<file path="config.mk">
export PLATFORM = sky130hd
export DESIGN_NAME = poly_voice_allocator_flat
export DESIGN_NICKNAME = d
export VERILOG_FILES = /design/src/rtl/pva_pkg.sv /design/src/rtl/pva_if.sv /design/src/rtl/pva_gain.sv /design/src/rtl/pva_select.sv /design/src/rtl/poly_voice_allocator.sv /design/src/flat_wrapper.sv
export VERILOG_INCLUDE_DIRS = /design/src /design/src/rtl
export SDC_FILE = /design/constraint.sdc
export NUM_CORES = 1
export LEC_CHECK = 0
export ABC_AREA = 1
export BUFFER_PORTS_ARGS = -buffer_cell sky130_fd_sc_hd__buf_2
export CAP_MARGIN = 20
export CORE_ASPECT_RATIO = 0.6
export CORE_UTILIZATION = 65
export CTS_BUF_LIST = sky130_fd_sc_hd__clkbuf_8 sky130_fd_sc_hd__clkbuf_16
export DETAILED_ROUTE_END_ITERATION = 10
export GPL_TIMING_DRIVEN = 0
export PLACE_DENSITY = 0.82
export SLEW_MARGIN = 25
export SYNTH_ARGS = -nofsm -noshare
export SYNTH_HDL_FRONTEND = slang
export SYNTH_SLANG_ARGS = --single-unit
</file>
<file path="constraint.sdc">
create_clock -name i_clk -period 23.8 [get_ports i_clk]
set_clock_uncertainty 0.15 [all_clocks]
set_input_delay 3.57 -clock i_clk [delete_from_list [all_inputs] [get_ports i_clk]]
set_output_delay 3.57 -clock i_clk [all_outputs]
set_load 0.02 [all_outputs]
</file>
<file path="src/rtl/poly_voice_allocator_macros.svh">
// Assertion helpers used by the allocator top level.
`ifndef POLY_VOICE_ALLOCATOR_MACROS_SVH
`define POLY_VOICE_ALLOCATOR_MACROS_SVH

// Consequent checked in the same cycle as the antecedent.
`define PVA_ASSERT_SAME(label, clk, rst_n, ante, cons) \
    label: assert property (@(posedge clk) disable iff (!rst_n) (ante) |-> (cons)) \
        else $error("pva: same-cycle check failed");

// Consequent checked in the cycle after the antecedent.
`define PVA_ASSERT_NEXT(label, clk, rst_n, ante, cons) \
    label: assert property (@(posedge clk) disable iff (!rst_n) (ante) |=> (cons)) \
        else $error("pva: next-cycle check failed");

`endif

</file>
<file path="src/rtl/pva_pkg.sv">
`default_nettype none

package pva_pkg;

    // Number of voices and the widths that follow from it.
    localparam int unsigned NUM_VOICES = 8;
    localparam int unsigned VIDX_W     = (NUM_VOICES > 1) ? $clog2(NUM_VOICES) : 1;
    localparam int unsigned TREE_LEAVES = 1 << VIDX_W;

    localparam int unsigned AGE_W  = 32;
    localparam int unsigned NOTE_W = 7;
    localparam int unsigned VEL_W  = 7;

    // Request codes.
    localparam logic [1:0] REQ_NOTE_ON  = 2'd0;
    localparam logic [1:0] REQ_NOTE_OFF = 2'd1;
    localparam logic [1:0] REQ_ALL_OFF  = 2'd2;
    localparam logic [1:0] REQ_FINISHED = 2'd3;

    // Voice stages.
    localparam logic [1:0] ST_IDLE    = 2'd0;
    localparam logic [1:0] ST_ATTACK  = 2'd1;
    localparam logic [1:0] ST_HELD    = 2'd2;
    localparam logic [1:0] ST_RELEASE = 2'd3;

    // Result action codes.
    localparam logic [2:0] ACT_NONE    = 3'd0;
    localparam logic [2:0] ACT_RETRIG  = 3'd1;
    localparam logic [2:0] ACT_FREE    = 3'd2;
    localparam logic [2:0] ACT_STEAL   = 3'd3;
    localparam logic [2:0] ACT_RELEASE = 3'd4;

    typedef logic [VIDX_W-1:0]                   t_vidx;
    typedef logic [NUM_VOICES-1:0]               t_vmask;
    typedef logic [NUM_VOICES-1:0][1:0]          t_stage_vec;
    typedef logic [NUM_VOICES-1:0][NOTE_W-1:0]   t_note_vec;
    typedef logic [NUM_VOICES-1:0][AGE_W-1:0]    t_age_vec;

    typedef struct packed {
        logic [1:0]        req_type;
        logic [NOTE_W-1:0] note_number;
        logic [VEL_W-1:0]  note_velocity;
        logic [2:0]        finished_voice;
    } t_req;

    typedef struct packed {
        logic [2:0] action_code;
        logic [2:0] voice_index;
        logic [7:0] voice_gain;
        logic [7:0] changed_mask;
    } t_rsp;

    // Outcome of the voice searches for a note on.
    typedef struct packed {
        logic  match_hit;
        t_vidx match_idx;
        logic  free_hit;
        t_vidx free_idx;
        t_vidx steal_idx;
    } t_pick;

endpackage

`default_nettype wire

</file>
<file path="src/rtl/pva_if.sv">
`default_nettype none

// Request channel into the allocator.
interface pva_req_if;
    logic                          valid;
    logic                          ready;
    logic [1:0]                    req_type;
    logic [pva_pkg::NOTE_W-1:0]    note_number;
    logic [pva_pkg::VEL_W-1:0]     note_velocity;
    logic [2:0]                    finished_voice;

    modport source (
        output valid, req_type, note_number, note_velocity, finished_voice,
        input  ready
    );
    modport sink (
        input  valid, req_type, note_number, note_velocity, finished_voice,
        output ready
    );
endinterface

// Result channel out of the allocator.
interface pva_rsp_if;
    logic       valid;
    logic       ready;
    logic [2:0] action_code;
    logic [2:0] voice_index;
    logic [7:0] voice_gain;
    logic [7:0] changed_mask;

    modport source (
        output valid, action_code, voice_index, voice_gain, changed_mask,
        input  ready
    );
    modport sink (
        input  valid, action_code, voice_index, voice_gain, changed_mask,
        output ready
    );
endinterface

`default_nettype wire

</file>
<file path="src/rtl/pva_gain.sv">
`default_nettype none

// Velocity to Q0.8 gain: 64 + floor((192*v + 63) / 127), saturated at 255.
// The division by 127 is a multiply by 129/2^14 followed by one correction step.
module pva_gain (
    input  wire logic [6:0] i_velocity,
    output logic      [7:0] o_gain
);

    logic [14:0] w_num;
    logic [21:0] w_prod;
    logic [7:0]  w_quot_est;
    logic [14:0] w_rem;
    logic [7:0]  w_quot;
    logic [8:0]  w_sum;

    always_comb begin
        w_num      = 15'(i_velocity) * 15'd192 + 15'd63;
        w_prod     = 22'(w_num) * 22'd129;
        w_quot_est = w_prod[21:14];
        // The estimate is the true quotient or one below it.
        w_rem      = w_num - 15'(w_quot_est) * 15'd127;
        w_quot     = w_quot_est + 8'(w_rem >= 15'd127);
        w_sum      = 9'(w_quot) + 9'd64;
        o_gain     = w_sum[8] ? 8'hFF : w_sum[7:0];
    end

endmodule

`default_nettype wire

</file>
<file path="src/rtl/pva_select.sv">
`default_nettype none

// Voice searches for a note on: lowest sounding voice with the same note,
// lowest idle voice, and the voice with the smallest age (lowest index on ties).
module pva_select (
    input  wire pva_pkg::t_stage_vec     i_stage,
    input  wire pva_pkg::t_note_vec      i_note,
    input  wire pva_pkg::t_age_vec       i_age,
    input  wire logic [pva_pkg::NOTE_W-1:0] i_req_note,
    output pva_pkg::t_pick               o_pick
);

    localparam int unsigned NODES = 2 * pva_pkg::TREE_LEAVES;

    logic [pva_pkg::AGE_W-1:0] w_tree_age [NODES];
    pva_pkg::t_vidx            w_tree_idx [NODES];

    always_comb begin
        o_pick = '0;
        // Walking downwards leaves the lowest hit in place.
        for (int i = pva_pkg::NUM_VOICES - 1; i >= 0; i--) begin
            if (i_stage[i] != pva_pkg::ST_IDLE && i_note[i] == i_req_note) begin
                o_pick.match_hit = 1'b1;
                o_pick.match_idx = pva_pkg::t_vidx'(i);
            end
            if (i_stage[i] == pva_pkg::ST_IDLE) begin
                o_pick.free_hit = 1'b1;
                o_pick.free_idx = pva_pkg::t_vidx'(i);
            end
        end

        // Tournament tree for the oldest voice. Padding leaves carry the
        // largest age and a higher index, so they never win against a voice.
        for (int n = 0; n < int'(NODES); n++) begin
            w_tree_age[n] = '1;
            w_tree_idx[n] = '0;
        end
        for (int i = 0; i < int'(pva_pkg::TREE_LEAVES); i++) begin
            w_tree_idx[pva_pkg::TREE_LEAVES + i] = pva_pkg::t_vidx'(i);
            if (i < int'(pva_pkg::NUM_VOICES)) begin
                w_tree_age[pva_pkg::TREE_LEAVES + i] = i_age[i];
            end
        end
        for (int n = int'(pva_pkg::TREE_LEAVES) - 1; n >= 1; n--) begin
            if (w_tree_age[2 * n + 1] < w_tree_age[2 * n]) begin
                w_tree_age[n] = w_tree_age[2 * n + 1];
                w_tree_idx[n] = w_tree_idx[2 * n + 1];
            end else begin
                w_tree_age[n] = w_tree_age[2 * n];
                w_tree_idx[n] = w_tree_idx[2 * n];
            end
        end
        o_pick.steal_idx = w_tree_idx[1];
    end

endmodule

`default_nettype wire

</file>
<file path="src/rtl/poly_voice_allocator.sv">
// Channel   Direction  Handshake      Carries
// i_req     in         valid/ready    req_type, note_number, note_velocity, finished_voice
// o_rsp     out        valid/ready    action_code, voice_index, voice_gain, changed_mask
//
// One request is taken per clock cycle while the input register is empty or moving on; each
// gives exactly one result, offered once it has moved from the input to the output register.
// A request waits in the input register, where the voice searches, the gain and the state
// update are worked out in a single pass, and the result lands in the output register. The
// oldest-voice compare tree over the age stamps sets the path length.
// i_rst_n is synchronous and active low: all voices go idle, ages and the age counter clear.
// When a result is held back the input register still accepts one more request.
`default_nettype none

`include "poly_voice_allocator_macros.svh"

module poly_voice_allocator (
    input  wire logic i_clk,
    input  wire logic i_rst_n,
    pva_req_if.sink   i_req,
    pva_rsp_if.source o_rsp
);

    // Input register.
    logic          r_in_valid;
    pva_pkg::t_req r_in;

    // Output register.
    logic          r_out_valid;
    pva_pkg::t_rsp r_out;

    // Voice state. Notes are only read for sounding voices, so they need no reset.
    pva_pkg::t_stage_vec         r_stage, n_stage;
    pva_pkg::t_note_vec          r_note,  n_note;
    pva_pkg::t_age_vec           r_age,   n_age;
    logic [pva_pkg::AGE_W-1:0]   r_age_counter, n_age_counter;

    logic                        w_adv;
    logic                        w_accept;
    logic                        w_is_on;
    logic [7:0]                  w_gain;
    pva_pkg::t_pick              w_pick_info;
    pva_pkg::t_vidx              w_pick;
    pva_pkg::t_vidx              w_fin_idx;
    logic                        w_fin_ok;
    logic [2:0]                  w_action;
    pva_pkg::t_vmask             w_changed;
    pva_pkg::t_rsp               w_rsp;

    // The request in the input register moves on whenever the output register
    // is empty or its result is being taken in this cycle.
    assign w_adv    = r_in_valid && (!r_out_valid || o_rsp.ready);
    assign w_accept = i_req.valid && i_req.ready;
    assign w_is_on  = (r_in.req_type == pva_pkg::REQ_NOTE_ON);

    assign i_req.ready = !r_in_valid || w_adv;

    pva_gain u_gain (
        .i_velocity (r_in.note_velocity),
        .o_gain     (w_gain)
    );

    pva_select u_select (
        .i_stage    (r_stage),
        .i_note     (r_note),
        .i_age      (r_age),
        .i_req_note (r_in.note_number),
        .o_pick     (w_pick_info)
    );

    // A finished voice beyond the configured count is ignored.
    assign w_fin_ok  = (32'(r_in.finished_voice) < 32'(pva_pkg::NUM_VOICES));
    assign w_fin_idx = pva_pkg::t_vidx'(r_in.finished_voice);

    // Retrigger beats a free voice, which beats stealing the oldest one.
    always_comb begin
        if (w_pick_info.match_hit) begin
            w_pick = w_pick_info.match_idx;
        end else if (w_pick_info.free_hit) begin
            w_pick = w_pick_info.free_idx;
        end else begin
            w_pick = w_pick_info.steal_idx;
        end
    end

    always_comb begin
        n_stage       = r_stage;
        n_note        = r_note;
        n_age         = r_age;
        n_age_counter = r_age_counter;
        w_action      = pva_pkg::ACT_NONE;

        if (w_adv) begin
            unique case (r_in.req_type)
                pva_pkg::REQ_NOTE_ON: begin
                    if (w_pick_info.match_hit) begin
                        w_action = pva_pkg::ACT_RETRIG;
                    end else if (w_pick_info.free_hit) begin
                        w_action = pva_pkg::ACT_FREE;
                    end else begin
                        w_action = pva_pkg::ACT_STEAL;
                    end
                    n_age_counter   = r_age_counter + 1'b1;
                    n_note[w_pick]  = r_in.note_number;
                    n_stage[w_pick] = pva_pkg::ST_ATTACK;
                    n_age[w_pick]   = r_age_counter + 1'b1;
                end
                pva_pkg::REQ_NOTE_OFF: begin
                    for (int i = 0; i < int'(pva_pkg::NUM_VOICES); i++) begin
                        if ((r_stage[i] == pva_pkg::ST_ATTACK ||
                             r_stage[i] == pva_pkg::ST_HELD) &&
                            r_note[i] == r_in.note_number) begin
                            n_stage[i] = pva_pkg::ST_RELEASE;
                        end
                    end
                end
                pva_pkg::REQ_ALL_OFF: begin
                    for (int i = 0; i < int'(pva_pkg::NUM_VOICES); i++) begin
                        if (r_stage[i] == pva_pkg::ST_ATTACK ||
                            r_stage[i] == pva_pkg::ST_HELD) begin
                            n_stage[i] = pva_pkg::ST_RELEASE;
                        end
                    end
                end
                pva_pkg::REQ_FINISHED: begin
                    if (w_fin_ok && r_stage[w_fin_idx] != pva_pkg::ST_IDLE) begin
                        n_stage[w_fin_idx] = pva_pkg::ST_IDLE;
                    end
                end
                default: begin
                end
            endcase
        end

        for (int i = 0; i < int'(pva_pkg::NUM_VOICES); i++) begin
            w_changed[i] = (n_stage[i] != r_stage[i]);
        end

        // Any stage change from a request other than a note on reads as a release.
        if (!w_is_on && w_changed != '0) begin
            w_action = pva_pkg::ACT_RELEASE;
        end

        w_rsp.action_code  = w_action;
        w_rsp.voice_index  = w_is_on ? 3'(w_pick) : 3'd0;
        w_rsp.voice_gain   = w_is_on ? w_gain : 8'd0;
        w_rsp.changed_mask = 8'(w_changed);
    end

    always_ff @(posedge i_clk) begin
        if (!i_rst_n) begin
            r_in_valid    <= 1'b0;
            r_out_valid   <= 1'b0;
            r_stage       <= '0;
            r_age         <= '0;
            r_age_counter <= '0;
        end else begin
            if (w_accept) begin
                r_in_valid <= 1'b1;
            end else if (w_adv) begin
                r_in_valid <= 1'b0;
            end
            if (w_adv) begin
                r_out_valid <= 1'b1;
            end else if (o_rsp.ready) begin
                r_out_valid <= 1'b0;
            end
            r_stage       <= n_stage;
            r_age         <= n_age;
            r_age_counter <= n_age_counter;
        end
    end

    always_ff @(posedge i_clk) begin
        if (w_accept) begin
            r_in.req_type       <= i_req.req_type;
            r_in.note_number    <= i_req.note_number;
            r_in.note_velocity  <= i_req.note_velocity;
            r_in.finished_voice <= i_req.finished_voice;
        end
        if (w_adv) begin
            r_out <= w_rsp;
        end
        r_note <= n_note;
    end

    assign o_rsp.valid        = r_out_valid;
    assign o_rsp.action_code  = r_out.action_code;
    assign o_rsp.voice_index  = r_out.voice_index;
    assign o_rsp.voice_gain   = r_out.voice_gain;
    assign o_rsp.changed_mask = r_out.changed_mask;

    // Every allocation advances the age counter by exactly one.
    `PVA_ASSERT_NEXT(a_counter_step, i_clk, i_rst_n, w_adv && w_is_on, r_age_counter == $past(r_age_counter) + 32'd1)
    // A voice reported as free really was idle.
    `PVA_ASSERT_SAME(a_free_was_idle, i_clk, i_rst_n, w_adv && w_action == pva_pkg::ACT_FREE, r_stage[w_pick] == pva_pkg::ST_IDLE)
    // The allocated voice is in attack once the note on has gone through.
    `PVA_ASSERT_NEXT(a_pick_attack, i_clk, i_rst_n, w_adv && w_is_on, r_stage[$past(w_pick)] == pva_pkg::ST_ATTACK)
    // A result that did nothing changes no stage and carries no gain.
    `PVA_ASSERT_SAME(a_none_quiet, i_clk, i_rst_n, r_out_valid && r_out.action_code == pva_pkg::ACT_NONE, r_out.changed_mask == 8'd0 && r_out.voice_gain == 8'd0)

endmodule

`default_nettype wire

</file>
<file path="src/flat_wrapper.sv">
// flat-port wrapper written by rule: the top's interface ports become plain ports
module poly_voice_allocator_flat 
  (i_clk, i_rst_n, i_req_valid, i_req_req_type, i_req_note_number, i_req_note_velocity, i_req_finished_voice, i_req_ready, o_rsp_valid, o_rsp_action_code, o_rsp_voice_index, o_rsp_voice_gain, o_rsp_changed_mask, o_rsp_ready);
  pva_req_if i_req_i ();
  pva_rsp_if o_rsp_i ();
  input  wire logic i_clk;
  input  wire logic i_rst_n;
  input wire logic [$bits(i_req_i.valid)-1:0] i_req_valid;
  input wire logic [$bits(i_req_i.req_type)-1:0] i_req_req_type;
  input wire logic [$bits(i_req_i.note_number)-1:0] i_req_note_number;
  input wire logic [$bits(i_req_i.note_velocity)-1:0] i_req_note_velocity;
  input wire logic [$bits(i_req_i.finished_voice)-1:0] i_req_finished_voice;
  output wire logic [$bits(i_req_i.ready)-1:0] i_req_ready;
  output wire logic [$bits(o_rsp_i.valid)-1:0] o_rsp_valid;
  output wire logic [$bits(o_rsp_i.action_code)-1:0] o_rsp_action_code;
  output wire logic [$bits(o_rsp_i.voice_index)-1:0] o_rsp_voice_index;
  output wire logic [$bits(o_rsp_i.voice_gain)-1:0] o_rsp_voice_gain;
  output wire logic [$bits(o_rsp_i.changed_mask)-1:0] o_rsp_changed_mask;
  input wire logic [$bits(o_rsp_i.ready)-1:0] o_rsp_ready;
  assign i_req_i.valid = i_req_valid;
  assign i_req_i.req_type = i_req_req_type;
  assign i_req_i.note_number = i_req_note_number;
  assign i_req_i.note_velocity = i_req_note_velocity;
  assign i_req_i.finished_voice = i_req_finished_voice;
  assign i_req_ready = i_req_i.ready;
  assign o_rsp_valid = o_rsp_i.valid;
  assign o_rsp_action_code = o_rsp_i.action_code;
  assign o_rsp_voice_index = o_rsp_i.voice_index;
  assign o_rsp_voice_gain = o_rsp_i.voice_gain;
  assign o_rsp_changed_mask = o_rsp_i.changed_mask;
  assign o_rsp_i.ready = o_rsp_ready;
  poly_voice_allocator u_core (.i_clk(i_clk), .i_rst_n(i_rst_n), .i_req(i_req_i), .o_rsp(o_rsp_i));
endmodule
</file>
# After elaboration in Yosys (flattened, before gate mapping)

Index checks and enable logic that the tools add are counted.

Flip-flop bits (word level): 403
Input bits: 23
Logic and storage cells: 226

Add/sub/neg operators: 5
Multipliers: 3
$lt $le $gt $ge: 12
Equality and inequality tests: 35
Multiplexer cells: 70
Bitwise logic cells: 6
Reduce and logical (&&, ||, !) cells: 58

Operators by type and width:

| cell                                                  | number |
|---|---|
| bitwise mux 256 bit                                   | 1 |
| < comparator 32 bit                                   | 7 |
| 2-to-1 mux 32 bit                                     | 7 |
| demux 32 bit (select 3 bit)                           | 1 |
| 2-to-1 mux 4 bit                                      | 16 |
| one-hot mux 16 bit (4 select lines)                   | 1 |
| bitwise mux 56 bit                                    | 1 |
| equality test 7 bit                                   | 8 |
| 2-to-1 mux 2 bit                                      | 19 |
| adder 32 x 1 -> 32 bit (second input constant)        | 1 |
| 2-to-1 mux 16 bit                                     | 2 |
| multiplier 15 x 8 -> 22 bit (second input constant)   | 1 |
| nonzero test 2 bit                                    | 11 |
| demux 7 bit (select 3 bit)                            | 1 |
| logical AND 1 bit                                     | 21 |
| 2-to-1 mux 3 bit                                      | 7 |
| equality test 2 bit (second input constant)           | 10 |
| equality test 2 x 1 -> 1 bit (second input constant)  | 9 |
| zero test 2 bit                                       | 9 |
| bitwise AND 16 bit                                    | 1 |
| != test 2 bit                                         | 8 |
| NOT 16 bit                                            | 1 |
| adder 15 x 6 -> 15 bit (second input constant)        | 1 |
| >= comparator 15 x 7 -> 1 bit (second input constant) | 1 |
| other kinds (22)                                      | 44 |

# Logic depth before layout (Yosys ltp)

Depth after elaboration: 23
Gate-level depth with buffers: 56
Gate-level depth less buffers: 54

# Modules after synthesis

From an unflattened synthesis, not the netlist that was laid out.

Cells, all modules: 3729
Area total of the unflattened synthesis: 27415.0 um2

By module, submodules not included:

| module               | times used | cells an instance | area each (um2) | sequential area each (um2) |
|---|---|---|---|---|
| poly_voice_allocator | 1          | 1874              | 16094.2         | 9038.7 |
| pva_select           | 1          | 1382              | 8066.5          | 0.0 |
| pva_gain             | 1          | 473               | 3254.4          | 0.0 |

# Worst setup path before layout

OpenSTA, ideal clock, no wires.

Kind: reg-to-reg
Start: register u_core.r_in[3] in the netlist's numbering
End: register u_core.r_out (netlist bit u_core.o_rsp.voice_gain[6]), data pin
Library setup time: 0.255 ns
Arrival: 8.961 ns
Data required time: 23.395 ns
Path slack: 14.434 ns
Cell stages (with the launch flop): 48
Path buffers: 0
Clock period less this slack: 9.366 ns
Path through: edfxtp_1 ha_1 fa_1 nand3_1 and2_1 nor2_1 nor2_1 o21ai_0 xor2_1 ha_1 ha_1 ha_1 a21oi_1 o221ai_1 a21o_1 a21o_1 a21oi_1 nor2_1 [12 not listed] nor2_1 o21ai_0 nand2_1 a21oi_1 o21ai_0 or2_2 a21oi_1 nand4_1 a2111oi_0 o21ai_0 ha_1 ha_1 nand2_1 nor2_1 xnor2_1 inv_1 o21ai_0 inv_1

Cells in the longest elaborated chain, start to end: 9

RTL lines:

| what                          | line                        | text |
|---|---|---|
| from (decl)                   | poly_voice_allocator.sv:25  | `pva_pkg::t_req r_in;` |
| multiplier 7 x 2 -> 9 bit (*) | pva_gain.sv:18              | `w_num = 15'(i_velocity) * 15'd192 + 15'd63;` |
| adder 15 x 6 -> 15 bit (*)    | pva_gain.sv:18              |  |
| multiplier 15 x 8 -> 22 bit   | pva_gain.sv:19              | `w_prod = 22'(w_num) * 22'd129;` |
| multiplier 8 x 7 -> 15 bit    | pva_gain.sv:22              | `w_rem = w_num - 15'(w_quot_est) * 15'd127;` |
| subtractor 15 bit             | pva_gain.sv:22              |  |
| >= comparator 15 x 7 -> 1 bit | pva_gain.sv:23              | `w_quot = w_quot_est + 8'(w_rem >= 15'd127);` |
| adder 8 x 1 -> 8 bit (*)      | pva_gain.sv:23              |  |
| adder 8 x 7 -> 9 bit (*)      | pva_gain.sv:24              | `w_sum = 9'(w_quot) + 9'd64;` |
| 2-to-1 mux 8 bit (*)          | pva_gain.sv:25              | `o_gain = w_sum[8] ? 8'hFF : w_sum[7:0];` |
| to (signal assigned)          | poly_voice_allocator.sv:181 | `r_out <= w_rsp;` |
| to (decl)                     | poly_voice_allocator.sv:29  | `pva_pkg::t_rsp r_out;` |

Every way passes the cells marked *; elsewhere a longest branch is shown, timed or not.
A chain may end at the register's enable or synchronous reset.

# Final worst setup path

Start: register u_core.r_in[3] in the netlist's numbering
End: register u_core.r_out (netlist bit u_core.o_rsp.voice_gain[3]), data pin

The elaborated chain is that of the path after synthesis.

==> results.md <==
- Achievable Freq: 0.0886 GHz
- Grt ovf: 0
- Clk_lat worst skew: 560 ps
- Final Util: 0.726
- Slew Limit Fails: 0
- Dpl cells: 3,767
- # DRC: 0
- Number of synthesized flops with an enable pin: 97
- Max VDD drop: 0.889 mV
- Final-report hold violation count: 0
- Vias per cell: 6.09
- Die ar.: roughly 40,000 µm²
- Clock buffer count from CTS: 40
- Initial DRT Pass Iterations: 6
- Critical path launch point type: flip-flop
- Clk buf depth: 3
- Top_reg_cell synth: dfxtp_1
- Vias: roughly 23,000
- Nets: 3,655
- Netlist Area Pre-Place: 25,400 µm²
- CTS tree: done
- H-Tree Level Count: 2
- DRT antenna net count: 0
- FFs w/ async S/R, synth: 0
- PD cells: 136 nW/µm²
- Layout cell share with drive strength beyond 1: 0.0634
- Vias in the first global route: 21,776
- Total GRT Usage: 0.375
- Max cap viols: 0
- Final HPWL DP: 58,600 µm
- Synth warn: 0
- Most Frequent Cell on Critical Path: ha_1
- Critical path arrival: ~12,000 ps
- Endpoint type of the worst setup path: flip-flop
- Core area: roughly 38,000 µm²
- Final Setup Violations: 0
- Largest net degree at the start of global routing: 22
- Final Non-Filler Cells: between 3,000 and 4,000
- RSZ-0062 raised after global routing: false
- Post-CTS Setup Inserts: 0
- Mean Syn Cell Area: 7.92 µm²
- Root Buffer: clkbuf_16
- Ant. Diodes: 0
- Hold_buf cts: 0
- CTS resizes: 0
- Gpl congestion: 0.988
- Area grow syn2layout: 8.90%
- Relative slew margins: 0.357
- Min cycle time layout: 11,280 ps
- Critical-path maximum fanout: 7
- Pwr Total: 0.00376 W
- First-pass GRT wire length: 117,000 µm
- Clock slew at reported path FFs: 70 ps
- Setup TNS: 0 ps
- Hold/Removal Path Class: reg -> reg
- Syn nets: 3,566
- Yosys cell types: 57
- Initial antenna violation count: 0
- Row cnt: 55
- Register area share after synthesis: 0.356
- Critical path's largest stage delay: 650 ps
- Worst Path Required: 24,020 ps
- Synth Instances: 3,207
- FF-to-FF setup slack: 12,520 ps
- CP Class: reg -> reg
- Status: finished clean
- Leakage power: between 10 and 15 nW
- Sinks on Clock Net: 403
- Slowest CP cell: nor2_1
- Port buffer count: between 40 and 50
- Die span in y: about 160 µm
- Routed len/inst: 19.8 µm
- I/O Pins: 47
- Die width: roughly 260 µm
- Hold WS: about 330 ps
- Worst-Margin Slew: 963 ps
- Initial core utilization: 0.666
- FF+latch count, synth: about 400
- Tcrit/Tclk final: 0.474
- Initial drt markers: ~3,400
- Routed wire length: ~76,000 µm
==> cell families after synthesis <==
kind of cell             count (synthesis)  synth area share
AO/OA/AOI/OAI                          767             0.172
adder cells (fa/ha/maj)                336             0.177
XOR/XNOR                               107            0.0369
AND/OR/NAND/NOR                        875             0.150
flip-flops                             403             0.356
buffers and inverters                  719             0.109
==> critical path, delay by kind of cell, from the launching register on <==
| kind | cells | cell delay (ps) |
|---|---|---|
| compound gates | 16 | 2850 |
| simple gates | 14 | 2070 |
| flops | 1 | 470 |
| xor+xnor | 2 | 760 |
| buf+inv | 4 | 340 |
| fa+ha+maj | 12 | 4460 |
==> final timing paths <==
path | from | endpoint | cells past startpoint
setup / recovery | u_core.r_in[3]$_DFFE_PP_ | u_core.o_rsp.voice_gain[3]$_SDFFCE_PN0P_ | 48
hold / removal | u_core.r_age[222]$_SDFFE_PN0P_ | u_core.r_age[222]$_SDFFE_PN0P_ | 2
hold reg to reg | u_core.r_age[222]$_SDFFE_PN0P_ | u_core.r_age[222]$_SDFFE_PN0P_ | 2
setup reg to reg | u_core.r_in[3]$_DFFE_PP_ | u_core.o_rsp.voice_gain[3]$_SDFFCE_PN0P_ | 48
==> power breakdown <==
| group | switching (W) | internal, W |
|---|---|---|
| registers | 0.00000928 | 0.000715 |
| clock network | 0.000293 | 0.000372 |
| logic | 0.00148 | 0.000894 |
| total | 0.00178 | 0.00198 |
==> flip-flops by register name, indices dropped and copies added (netlist names) <==
register                   flops
u_core.r_age                 256
u_core.o_rsp.changed_mask      8
u_core.o_rsp.action_code       3
u_core.r_in                   16
u_core.o_rsp.valid             1
u_core.o_rsp.voice_gain        8
u_core.r_age_counter          32
u_core.r_note                 56
u_core.o_rsp.voice_index       3
u_core.w_fin_idx               3
u_core.r_stage                16
u_core.r_in_valid              1
==> stage by stage <==
stage                     cell area [µm²]  setup slack, ps
after global routing                27700            11760
after floorplan                     25400            14430
after global placement              26300            13100
after detailed placement            26300            12730
after CTS                           27700            12700
final                               27700            12520
==> synth_stat cells, types with 62 or more instances <==
cell type | number | area [µm²]
clkbuf_1 | 62 | 233
nor2_1 | 203 | 762
a21oi_1 | 257 | 1290
xor2_1 | 80 | 701
edfxtp_1 | 97 | 2910
nand3_1 | 71 | 355
ha_1 | 298 | 3730
o22ai_1 | 205 | 1280
nand2_1 | 456 | 1710
dfxtp_1 | 306 | 6130
o21ai_0 | 229 | 1150
inv_1 | 592 | 2220
==> placed cells by master, fill, tap and decap left out, types with 43 or more instances in the layout <==
cell type,Yosys,layout
a21oi_1,257,257
buf_2,42,88
clkbuf_1,62,61
dfxtp_1,306,306
edfxtp_1,97,97
ha_1,298,298
inv_1,592,599
nand2_1,456,456
nand3_1,71,71
nor2_1,203,202
nor3_1,43,43
o21ai_0,229,229
o22ai_1,205,205
xor2_1,80,80
==> area by class of cell <==
type	count	area (µm²)
fill	2922	10500
tap	513	642
inverter	600	2250
sequential	403	9040
timing repair buffer	47	258
multi-input combinational	2085	13600
buffer	119	515
clock inverter	27	233
clock buffer	47	1120
==> metal layers <==
metal | part of all wire | vias up | track usage
li1 | - | 10909 | -
met1 | 0.44 | 11004 | 0.552
met2 | 0.40 | 1298 | 0.531
met3 | 0.15 | 169 | 0.123
met4 | 0.019 | 0 | 0.0765
met5 | 0 | - | 0
(Power assumes the default switching activity.)
